`src/hw/rtl/slcd_pkg.sv`:
```
package slcd_pkg;

    // Field widths of the byte stream, of the result words and of the checksum.
    localparam int BYTE_W = 8;
    localparam int IDX_W  = 17;
    localparam int SUM_W  = 16;

    // Framing constants.
    localparam logic [BYTE_W-1:0] SYNC_FIRST    = 8'hA5;
    localparam logic [BYTE_W-1:0] SYNC_SECOND   = 8'h5A;
    localparam logic [IDX_W-1:0]  LEN_EXTRA     = 17'd2;
    localparam logic [IDX_W-1:0]  MIN_TOTAL     = 17'd6;
    localparam logic [IDX_W-1:0]  MAX_LEN_RESET = 17'd4096;

    // Fixed byte positions inside a frame.
    localparam logic [IDX_W-1:0] POS_SYNC_END = 17'd2;
    localparam logic [IDX_W-1:0] POS_LEN_LOW  = 17'd3;
    localparam logic [IDX_W-1:0] POS_LEN_HIGH = 17'd4;
    localparam logic [IDX_W-1:0] POS_LEN_CHK  = 17'd5;

    // Receive phase.
    typedef enum logic [1:0] {
        PH_HUNT  = 2'd0,
        PH_SYNC  = 2'd1,
        PH_FRAME = 2'd2
    } phase_t;

    // Frame status reported with each result word.
    typedef enum logic [1:0] {
        ST_BUSY   = 2'd0,
        ST_GOOD   = 2'd1,
        ST_BADSUM = 2'd2,
        ST_BADLEN = 2'd3
    } status_t;

    // One result word as held in the output queue.
    typedef struct packed {
        logic [BYTE_W-1:0] frame_byte;
        logic [IDX_W-1:0]  byte_index;
        logic              frame_end;
        status_t           status;
    } result_t;

endpackage

```
`src/hw/rtl/slcd_if.sv`:
```
// Byte stream into the deframer.
interface slcd_in_if;
    logic       valid;
    logic       ready;
    logic [7:0] rx_byte;

    modport source (output valid, output rx_byte, input ready);
    modport sink   (input valid, input rx_byte, output ready);
endinterface

// Result words out of the deframer.
interface slcd_out_if;
    logic        valid;
    logic        ready;
    logic [7:0]  frame_byte;
    logic [16:0] byte_index;
    logic        frame_end;
    logic [1:0]  status;

    modport source (output valid, output frame_byte, output byte_index,
                    output frame_end, output status, input ready);
    modport sink   (input valid, input frame_byte, input byte_index,
                    input frame_end, input status, output ready);
endinterface

```
`src/hw/rtl/sync_length_checksum_deframer.sv`:
```
// Each byte taken inside a frame, and the second sync byte, is registered as a result word
// in a three-word output queue; the output port shows the head of that queue.
// Throughput: one byte per cycle; the second sync byte yields two words, and input is held
// off only while two or more words wait in the output queue.
// Reset (rst_n low, asynchronous): hunting for sync, queue empty, maximum length 4096.
module sync_length_checksum_deframer (
    input  logic              clk,
    input  logic              rst_n,
    slcd_in_if.sink           rx,
    slcd_out_if.source        frm,
    input  logic              cfg_wr_en,
    input  logic [16:0]       cfg_wr_data
);

    localparam int QDEPTH = 3;

    slcd_pkg::phase_t                   phase_reg, phase_next;
    logic [slcd_pkg::IDX_W-1:0]         position_reg, position_next;
    logic [slcd_pkg::IDX_W-1:0]         total_reg, total_next;
    logic [slcd_pkg::BYTE_W-1:0]        len_low_reg, len_low_next;
    logic [slcd_pkg::SUM_W-1:0]         sum_reg, sum_next;
    logic [slcd_pkg::BYTE_W-1:0]        check_low_reg, check_low_next;
    logic [slcd_pkg::IDX_W-1:0]         max_len_reg;

    slcd_pkg::result_t                  queue_reg [QDEPTH];
    slcd_pkg::result_t                  queue_next [QDEPTH];
    logic [1:0]                         count_reg, count_next;

    logic                               accept;
    logic                               pop;
    logic [slcd_pkg::BYTE_W-1:0]        b;
    logic [1:0]                         push_cnt;
    slcd_pkg::result_t                  res0, res1;
    logic                               frame_done;
    logic [slcd_pkg::IDX_W:0]           pos_p1, pos_p2;
    logic [slcd_pkg::SUM_W-1:0]         sum_plus_b;
    logic [slcd_pkg::SUM_W-1:0]         recv_check;
    logic [1:0]                         wpos;

    // Handshakes: take a byte only when the queue has room for two words.
    assign accept = rx.valid && rx.ready;
    assign pop    = frm.valid && frm.ready;
    assign b      = rx.rx_byte;
    assign rx.ready = (count_reg <= 2'd1);

    // Output port shows the head of the queue.
    assign frm.valid      = (count_reg != 2'd0);
    assign frm.frame_byte = queue_reg[0].frame_byte;
    assign frm.byte_index = queue_reg[0].byte_index;
    assign frm.frame_end  = queue_reg[0].frame_end;
    assign frm.status     = queue_reg[0].status;

    // Configuration register.
    always_ff @(posedge clk or negedge rst_n)
    begin
        if (!rst_n)
        begin
            max_len_reg <= slcd_pkg::MAX_LEN_RESET;
        end
        else if (cfg_wr_en)
        begin
            max_len_reg <= cfg_wr_data;
        end
    end

    // Next phase.
    always_comb
    begin
        phase_next = phase_reg;
        if (accept)
        begin
            unique case (phase_reg)
                slcd_pkg::PH_SYNC:
                begin
                    phase_next = (b == slcd_pkg::SYNC_SECOND) ? slcd_pkg::PH_FRAME
                                                              : slcd_pkg::PH_HUNT;
                end
                slcd_pkg::PH_FRAME:
                begin
                    phase_next = frame_done ? slcd_pkg::PH_HUNT : slcd_pkg::PH_FRAME;
                end
                default:
                begin
                    phase_next = (b == slcd_pkg::SYNC_FIRST) ? slcd_pkg::PH_SYNC
                                                             : slcd_pkg::PH_HUNT;
                end
            endcase
        end
    end

    assign pos_p1     = {1'b0, position_reg} + 18'd1;
    assign pos_p2     = {1'b0, position_reg} + 18'd2;
    assign sum_plus_b = sum_reg + {8'd0, b};
    assign recv_check = {b, check_low_reg};

    // Frame datapath: result words and frame state updates for the accepted byte.
    always_comb
    begin
        position_next  = position_reg;
        total_next     = total_reg;
        len_low_next   = len_low_reg;
        sum_next       = sum_reg;
        check_low_next = check_low_reg;
        push_cnt       = 2'd0;
        frame_done     = 1'b0;
        res0 = '{frame_byte: b, byte_index: position_reg, frame_end: 1'b0,
                 status: slcd_pkg::ST_BUSY};
        res1 = '{frame_byte: slcd_pkg::SYNC_SECOND, byte_index: 17'd1, frame_end: 1'b0,
                 status: slcd_pkg::ST_BUSY};

        if (accept && phase_reg == slcd_pkg::PH_SYNC && b == slcd_pkg::SYNC_SECOND)
        begin
            // Header found: emit both sync bytes.
            push_cnt        = 2'd2;
            res0.frame_byte = slcd_pkg::SYNC_FIRST;
            res0.byte_index = '0;
            sum_next        = 16'(slcd_pkg::SYNC_FIRST) + 16'(slcd_pkg::SYNC_SECOND);
            position_next   = slcd_pkg::POS_SYNC_END;
            total_next      = '0;
        end
        else if (accept && phase_reg == slcd_pkg::PH_FRAME)
        begin
            push_cnt = 2'd1;
            if (position_reg < slcd_pkg::POS_LEN_HIGH)
            begin
                if (position_reg == slcd_pkg::POS_LEN_LOW)
                begin
                    len_low_next = b;
                end
                sum_next      = sum_plus_b;
                position_next = pos_p1[slcd_pkg::IDX_W-1:0];
            end
            else if (position_reg == slcd_pkg::POS_LEN_HIGH)
            begin
                total_next     = {1'b0, b, len_low_reg} + slcd_pkg::LEN_EXTRA;
                sum_next       = sum_plus_b;
                check_low_next = b;
                position_next  = slcd_pkg::POS_LEN_CHK;
            end
            else if (position_reg == slcd_pkg::POS_LEN_CHK &&
                     (total_reg > max_len_reg || total_reg < slcd_pkg::MIN_TOTAL))
            begin
                // Length out of range: abort on this byte.
                frame_done     = 1'b1;
                res0.frame_end = 1'b1;
                res0.status    = slcd_pkg::ST_BADLEN;
                position_next  = '0;
            end
            else if (position_reg == slcd_pkg::POS_LEN_CHK &&
                     total_reg == slcd_pkg::MIN_TOTAL)
            begin
                // Minimal frame: the length-high byte doubles as checksum low byte.
                frame_done     = 1'b1;
                res0.frame_end = 1'b1;
                res0.status    = (recv_check == (sum_reg - {8'd0, check_low_reg}))
                                 ? slcd_pkg::ST_GOOD : slcd_pkg::ST_BADSUM;
                position_next  = '0;
            end
            else if (pos_p1 >= {1'b0, total_reg})
            begin
                // Last byte: compare the received checksum.
                frame_done     = 1'b1;
                res0.frame_end = 1'b1;
                res0.status    = (recv_check == sum_reg) ? slcd_pkg::ST_GOOD
                                                         : slcd_pkg::ST_BADSUM;
                position_next  = '0;
            end
            else
            begin
                if (pos_p2 == {1'b0, total_reg})
                begin
                    check_low_next = b;
                end
                else
                begin
                    sum_next = sum_plus_b;
                end
                position_next = pos_p1[slcd_pkg::IDX_W-1:0];
            end
        end
    end

    // Output queue: shift out at the head, append new words behind the survivors.
    assign wpos = count_reg - {1'b0, pop};

    always_comb
    begin
        for (int i = 0; i < QDEPTH; i++)
        begin
            if (pop && i < QDEPTH - 1)
            begin
                queue_next[i] = queue_reg[i+1];
            end
            else
            begin
                queue_next[i] = queue_reg[i];
            end
            if (push_cnt != 2'd0 && wpos == 2'(i))
            begin
                queue_next[i] = res0;
            end
            if (push_cnt == 2'd2 && wpos + 2'd1 == 2'(i))
            begin
                queue_next[i] = res1;
            end
        end
        count_next = wpos + push_cnt;
    end

    // Control state.
    always_ff @(posedge clk or negedge rst_n)
    begin
        if (!rst_n)
        begin
            phase_reg     <= slcd_pkg::PH_HUNT;
            position_reg  <= '0;
            total_reg     <= '0;
            len_low_reg   <= '0;
            sum_reg       <= '0;
            check_low_reg <= '0;
            count_reg     <= '0;
        end
        else
        begin
            phase_reg     <= phase_next;
            position_reg  <= position_next;
            total_reg     <= total_next;
            len_low_reg   <= len_low_next;
            sum_reg       <= sum_next;
            check_low_reg <= check_low_next;
            count_reg     <= count_next;
        end
    end

    // Queue payload.
    always_ff @(posedge clk)
    begin
        for (int i = 0; i < QDEPTH; i++)
        begin
            queue_reg[i] <= queue_next[i];
        end
    end

    // A word that does not end a frame always reports a frame in progress.
    assert property (@(posedge clk) disable iff (!rst_n)
        (frm.valid && !frm.frame_end) |-> (frm.status == slcd_pkg::ST_BUSY))
        else $error("non-final word carries a final status");

    // The second sync byte opens a frame at position two.
    assert property (@(posedge clk) disable iff (!rst_n)
        (accept && phase_reg == slcd_pkg::PH_SYNC && b == slcd_pkg::SYNC_SECOND)
        |=> (phase_reg == slcd_pkg::PH_FRAME && position_reg == slcd_pkg::POS_SYNC_END))
        else $error("sync pair did not open a frame");

    // Any frame end sends the receiver back to hunting.
    assert property (@(posedge clk) disable iff (!rst_n)
        (accept && frame_done) |=> (phase_reg == slcd_pkg::PH_HUNT && count_reg != 2'd0))
        else $error("frame end did not restart the hunt");

    // The queue never overfills.
    assert property (@(posedge clk) disable iff (!rst_n)
        (count_reg == 2'(QDEPTH)) |-> !rx.ready)
        else $error("input ready while output queue is full");

endmodule
```
`src/flat_wrapper.sv`:
```
// flat-port wrapper written by rule: the top's interface ports become plain ports
module sync_length_checksum_deframer_flat 
  (clk, rst_n, cfg_wr_en, cfg_wr_data, rx_valid, rx_rx_byte, rx_ready, frm_valid, frm_frame_byte, frm_byte_index, frm_frame_end, frm_status, frm_ready);
  slcd_in_if rx_i ();
  slcd_out_if frm_i ();
  input  logic clk;
  input  logic rst_n;
  input  logic cfg_wr_en;
  input  logic [16:0] cfg_wr_data;
  input wire logic [$bits(rx_i.valid)-1:0] rx_valid;
  input wire logic [$bits(rx_i.rx_byte)-1:0] rx_rx_byte;
  output wire logic [$bits(rx_i.ready)-1:0] rx_ready;
  output wire logic [$bits(frm_i.valid)-1:0] frm_valid;
  output wire logic [$bits(frm_i.frame_byte)-1:0] frm_frame_byte;
  output wire logic [$bits(frm_i.byte_index)-1:0] frm_byte_index;
  output wire logic [$bits(frm_i.frame_end)-1:0] frm_frame_end;
  output wire logic [$bits(frm_i.status)-1:0] frm_status;
  input wire logic [$bits(frm_i.ready)-1:0] frm_ready;
  assign rx_i.valid = rx_valid;
  assign rx_i.rx_byte = rx_rx_byte;
  assign rx_ready = rx_i.ready;
  assign frm_valid = frm_i.valid;
  assign frm_frame_byte = frm_i.frame_byte;
  assign frm_byte_index = frm_i.byte_index;
  assign frm_frame_end = frm_i.frame_end;
  assign frm_status = frm_i.status;
  assign frm_i.ready = frm_ready;
  sync_length_checksum_deframer u_core (.clk(clk), .rst_n(rst_n), .rx(rx_i), .frm(frm_i), .cfg_wr_en(cfg_wr_en), .cfg_wr_data(cfg_wr_data));
endmodule
```
`config.mk`:
```
export PLATFORM = sky130hd
export DESIGN_NAME = sync_length_checksum_deframer_flat
export DESIGN_NICKNAME = d
export VERILOG_FILES = /design/src/hw/rtl/slcd_pkg.sv /design/src/hw/rtl/slcd_if.sv /design/src/hw/rtl/sync_length_checksum_deframer.sv /design/src/flat_wrapper.sv
export SDC_FILE = /design/constraint.sdc
export NUM_CORES = 1
export LEC_CHECK = 0
export BUFFER_PORTS_ARGS = -buffer_cell sky130_fd_sc_hd__buf_4
export CAP_MARGIN = 40
export CORE_MARGIN = 1.5
export CORE_UTILIZATION = 45
export CTS_CLUSTER_DIAMETER = 100
export DETAILED_ROUTE_END_ITERATION = 6
export GPL_TIMING_DRIVEN = 0
export PLACE_DENSITY = 0.72
export SETUP_SLACK_MARGIN = 0.1
export SLEW_MARGIN = 20
export SYNTH_ARGS = -nofsm -noshare
export SYNTH_HDL_FRONTEND = slang
export SYNTH_SLANG_ARGS = --single-unit
```
`constraint.sdc`:
```
create_clock -name clk -period 10.8 [get_ports clk]
set_input_delay 1.08 -clock clk [delete_from_list [all_inputs] [get_ports clk]]
set_output_delay 1.08 -clock clk [all_outputs]
set_load 0.01 [all_outputs]
```
==> results.cfg <==
[floorplan]
die_h_um = 157
die_area_mm2 = 0.0245
initial_core_util_pct = 45.5
io_pins = 60
rows = 56
coreArea_mm2 = 0.0233
die_w_um = 157

[timing]
worst_pin_slew_ns = 0.782
setup_viol = 0
post-route-period-util_pct = 50.1
fin_crit_ns = 5.41
maxSlewHeadroom_pct = 47.7
whs_ns = 0.452
drv_slew = 0
setup_tns_ns = 0
hold_viol = 0
rsz0062_at_grt = false
max_freq_mhz = 185
final.setup_skew_ns = 0.0131

[detailed_routing]
firstDrtPassIters = 5
drt_wl_total_um = 29300
vias = 9670
drt_iter0_drc = 798
ant_nets = 0
drc = 0
drt-vias-per-instance = 5.69
wire_per_inst_um = 17.2

[placed_design]
place_hpwl_um = 21500
port_buffers = 59
dp_cells = 1666
gp_congestion = 0.919

[grt]
antenna_found_initial = 0
grt_pass1_vias = 9521
grt_pass1_wl_um = 47900
gr-total-overflow = 0
grt_max_degree = 58
grt_usage_pct = 24.8

[critical_path]
crit_path_end_kind = flop
critPathRequiredTime_ns = 11.16
crit_path_start_kind = flop
path_delay_family = simple AND/OR/NAND/NOR gates
path_buf_inv = 3
worstPathMaxFanout = 10
max_stage_delay_ns = 0.69
critPathArrivalTime_ns = 5.77
crit_type = reg2reg
slowest_stage = nor3b_1
worstPathCellList = ha_1, buf_2, nand3_1, nor2_1, nand4_1, inv_1, nand3_1, xnor2_1, ha_1, a21oi_1, o41ai_1, a211oi_1, nor3b_1, a31oi_1, nor3_2, clkbuf_1, nand2_1, a31oi_1

[synth]
synth_seq_cells = 171
synth.avg_cell_area_um2 = 8.26
syn-cell-area_mm2 = 0.0106
yosysWarnings = 0
synthMostInstantiatedCell = nand2_1
synth_nets = 1377
netlist.area_leader.share_pct = 20.3
synth_ff_type = dfrtp_1
ys_types = 71
synth-edff-count = 0
synthTopCellsByCount = 206 x nand2_1, 86 x dfrtp_1, 84 x dfxtp_1
synthArstFlopShare_pct = 50.9
synth.area.top_cells = dfrtp_1 20%, dfxtp_1 16%, nand2_1 7.3%
ys_seq_area_share_pct = 36.4
synthCells = 1286
yosysTopAreaCell = dfrtp_1

[cells_and_area]
finalCoreUtilization_pct = 51.7
finalNonFillerCells = 1699
num-nets-final = 1458
largest_register_ffs = 84
diodes = 0
syn_to_final_growth_pct = 13.7
layout-drive-gt1-share_pct = 12.3
fillers = 2172

[clock_network]
clk_pin_slew_ns = 0.07
cts_tree = yes
cts_resized = 0
cts_sinks = 171
cts_setup_buffers = 0
clk_path_buf_depth = 2
cts-root-buf = clkbuf_16
ctsHoldBuffers = 0
cts_buffers = 17
clock_latency_ns = 0.45
htreeDepth = 4

[pwr]
p_leak_uw = 0.00532
vdd_drop_max_mv = 0.114
power_density_mw_per_mm2 = 119

[run_status]
status = completed

[flow_run]
drv_cap = 0

[hold_path]
hp-class = reg2reg
## cell usage in the layout, fill, tap and decap left out, types with 16 or more instances in the layout
cell / count
a21oi_1: 79
xnor2_1: 48
a211oi_1: 40
nand4_1: 24
o21ai_0: 65
ha_1: 59
a31oi_1: 22
nor3_1: 18
mux2_2: 16
nand2_1: 206
nand3_1: 54
mux2i_1: 19
nor4_1: 21
inv_1: 69
clkbuf_1: 63
clkbuf_16: 17
xor2_1: 30
nor2_1: 65
dfxtp_1: 84
dfrtp_1: 86
buf_4: 88
and3_1: 31
## final timing paths
check | slack [ns] | depth (start not counted) | from | end
max | 5.39 | 18 | u_core.position_reg[2] | u_core.position_reg[13]
min | 0.45 | 2 | u_core.queue_reg[0][83] | u_core.queue_reg[0][83]
max reg2reg | 5.39 | 18 | u_core.position_reg[2] | u_core.position_reg[13]
min reg2reg | 0.45 | 2 | u_core.queue_reg[0][83] | u_core.queue_reg[0][83]
max in group asynchronous | 9.58 | 2 | rst_n | u_core.max_len_reg[5]
min in group asynchronous | 0.58 | 1 | rst_n | u_core.sum_reg[9]
## metrics by stage
stage / total power, uW / area, um^2 / setup WS [ns]
global placement: 829 / 11500 / 5.61
floorplan: 769 / 10600 / 6.87
detailed placement: 835 / 11500 / 5.58
global route: 1480 / 12100 / 5.06
CTS: 1430 / 12100 / 5.54
finish: 1430 / 12100 / 5.39
## layer usage
metal | global-route usage [%] | vias up | wire (um) | share of wire (%)
li1 | - | 4668 | - | -
met1 | 32.4 | 4579 | 12700 | 43
met2 | 41.1 | 337 | 13700 | 47
met3 | 3.21 | 86 | 1790 | 6.1
met4 | 10.8 | 0 | 1060 | 3.6
met5 | 0 | - | 0 | 0
## report_power, final
part	internal, uW	switching [uW]	total [uW]
logic	53.1	119	172
clock network	308	302	610
registers	646	5.67	651
total	1010	427	1430
## worst reg2reg max path, delay by kind of cell (launching register included)
kind	cells	cell delay, ns
compound gates	5	1.02
xor+xnor	1	0.33
fa+ha+maj	2	0.52
buf+inv	3	0.84
flops	1	0.49
simple gates	7	2.13
## kinds of logic after synthesis
kind of cell	Yosys count	synth area share [%]
flip-flops	171	36.4
AO/OA/AOI/OAI	282	17.0
multiplexers	35	3.49
AND/OR/NAND/NOR	481	21.8
buffers and inverters	178	7.54
adder cells (fa/ha/maj)	61	7.33
XOR/XNOR	78	6.43
## area by class of cell
type                            count  area (um^2)  area share [%]
Multi-Input combinational cell    937         5960            49.3
Sequential cell                   171         3860            32.0
Buffer                            109          542            4.49
Timing Repair Buffer               62          480            3.98
Clock buffer                       17          425            3.52
Tap cell                          319          399            3.31
Inverter                           69          259            2.15
Clock inverter                     15          150            1.24
Power figures use the tool's default switching activity.
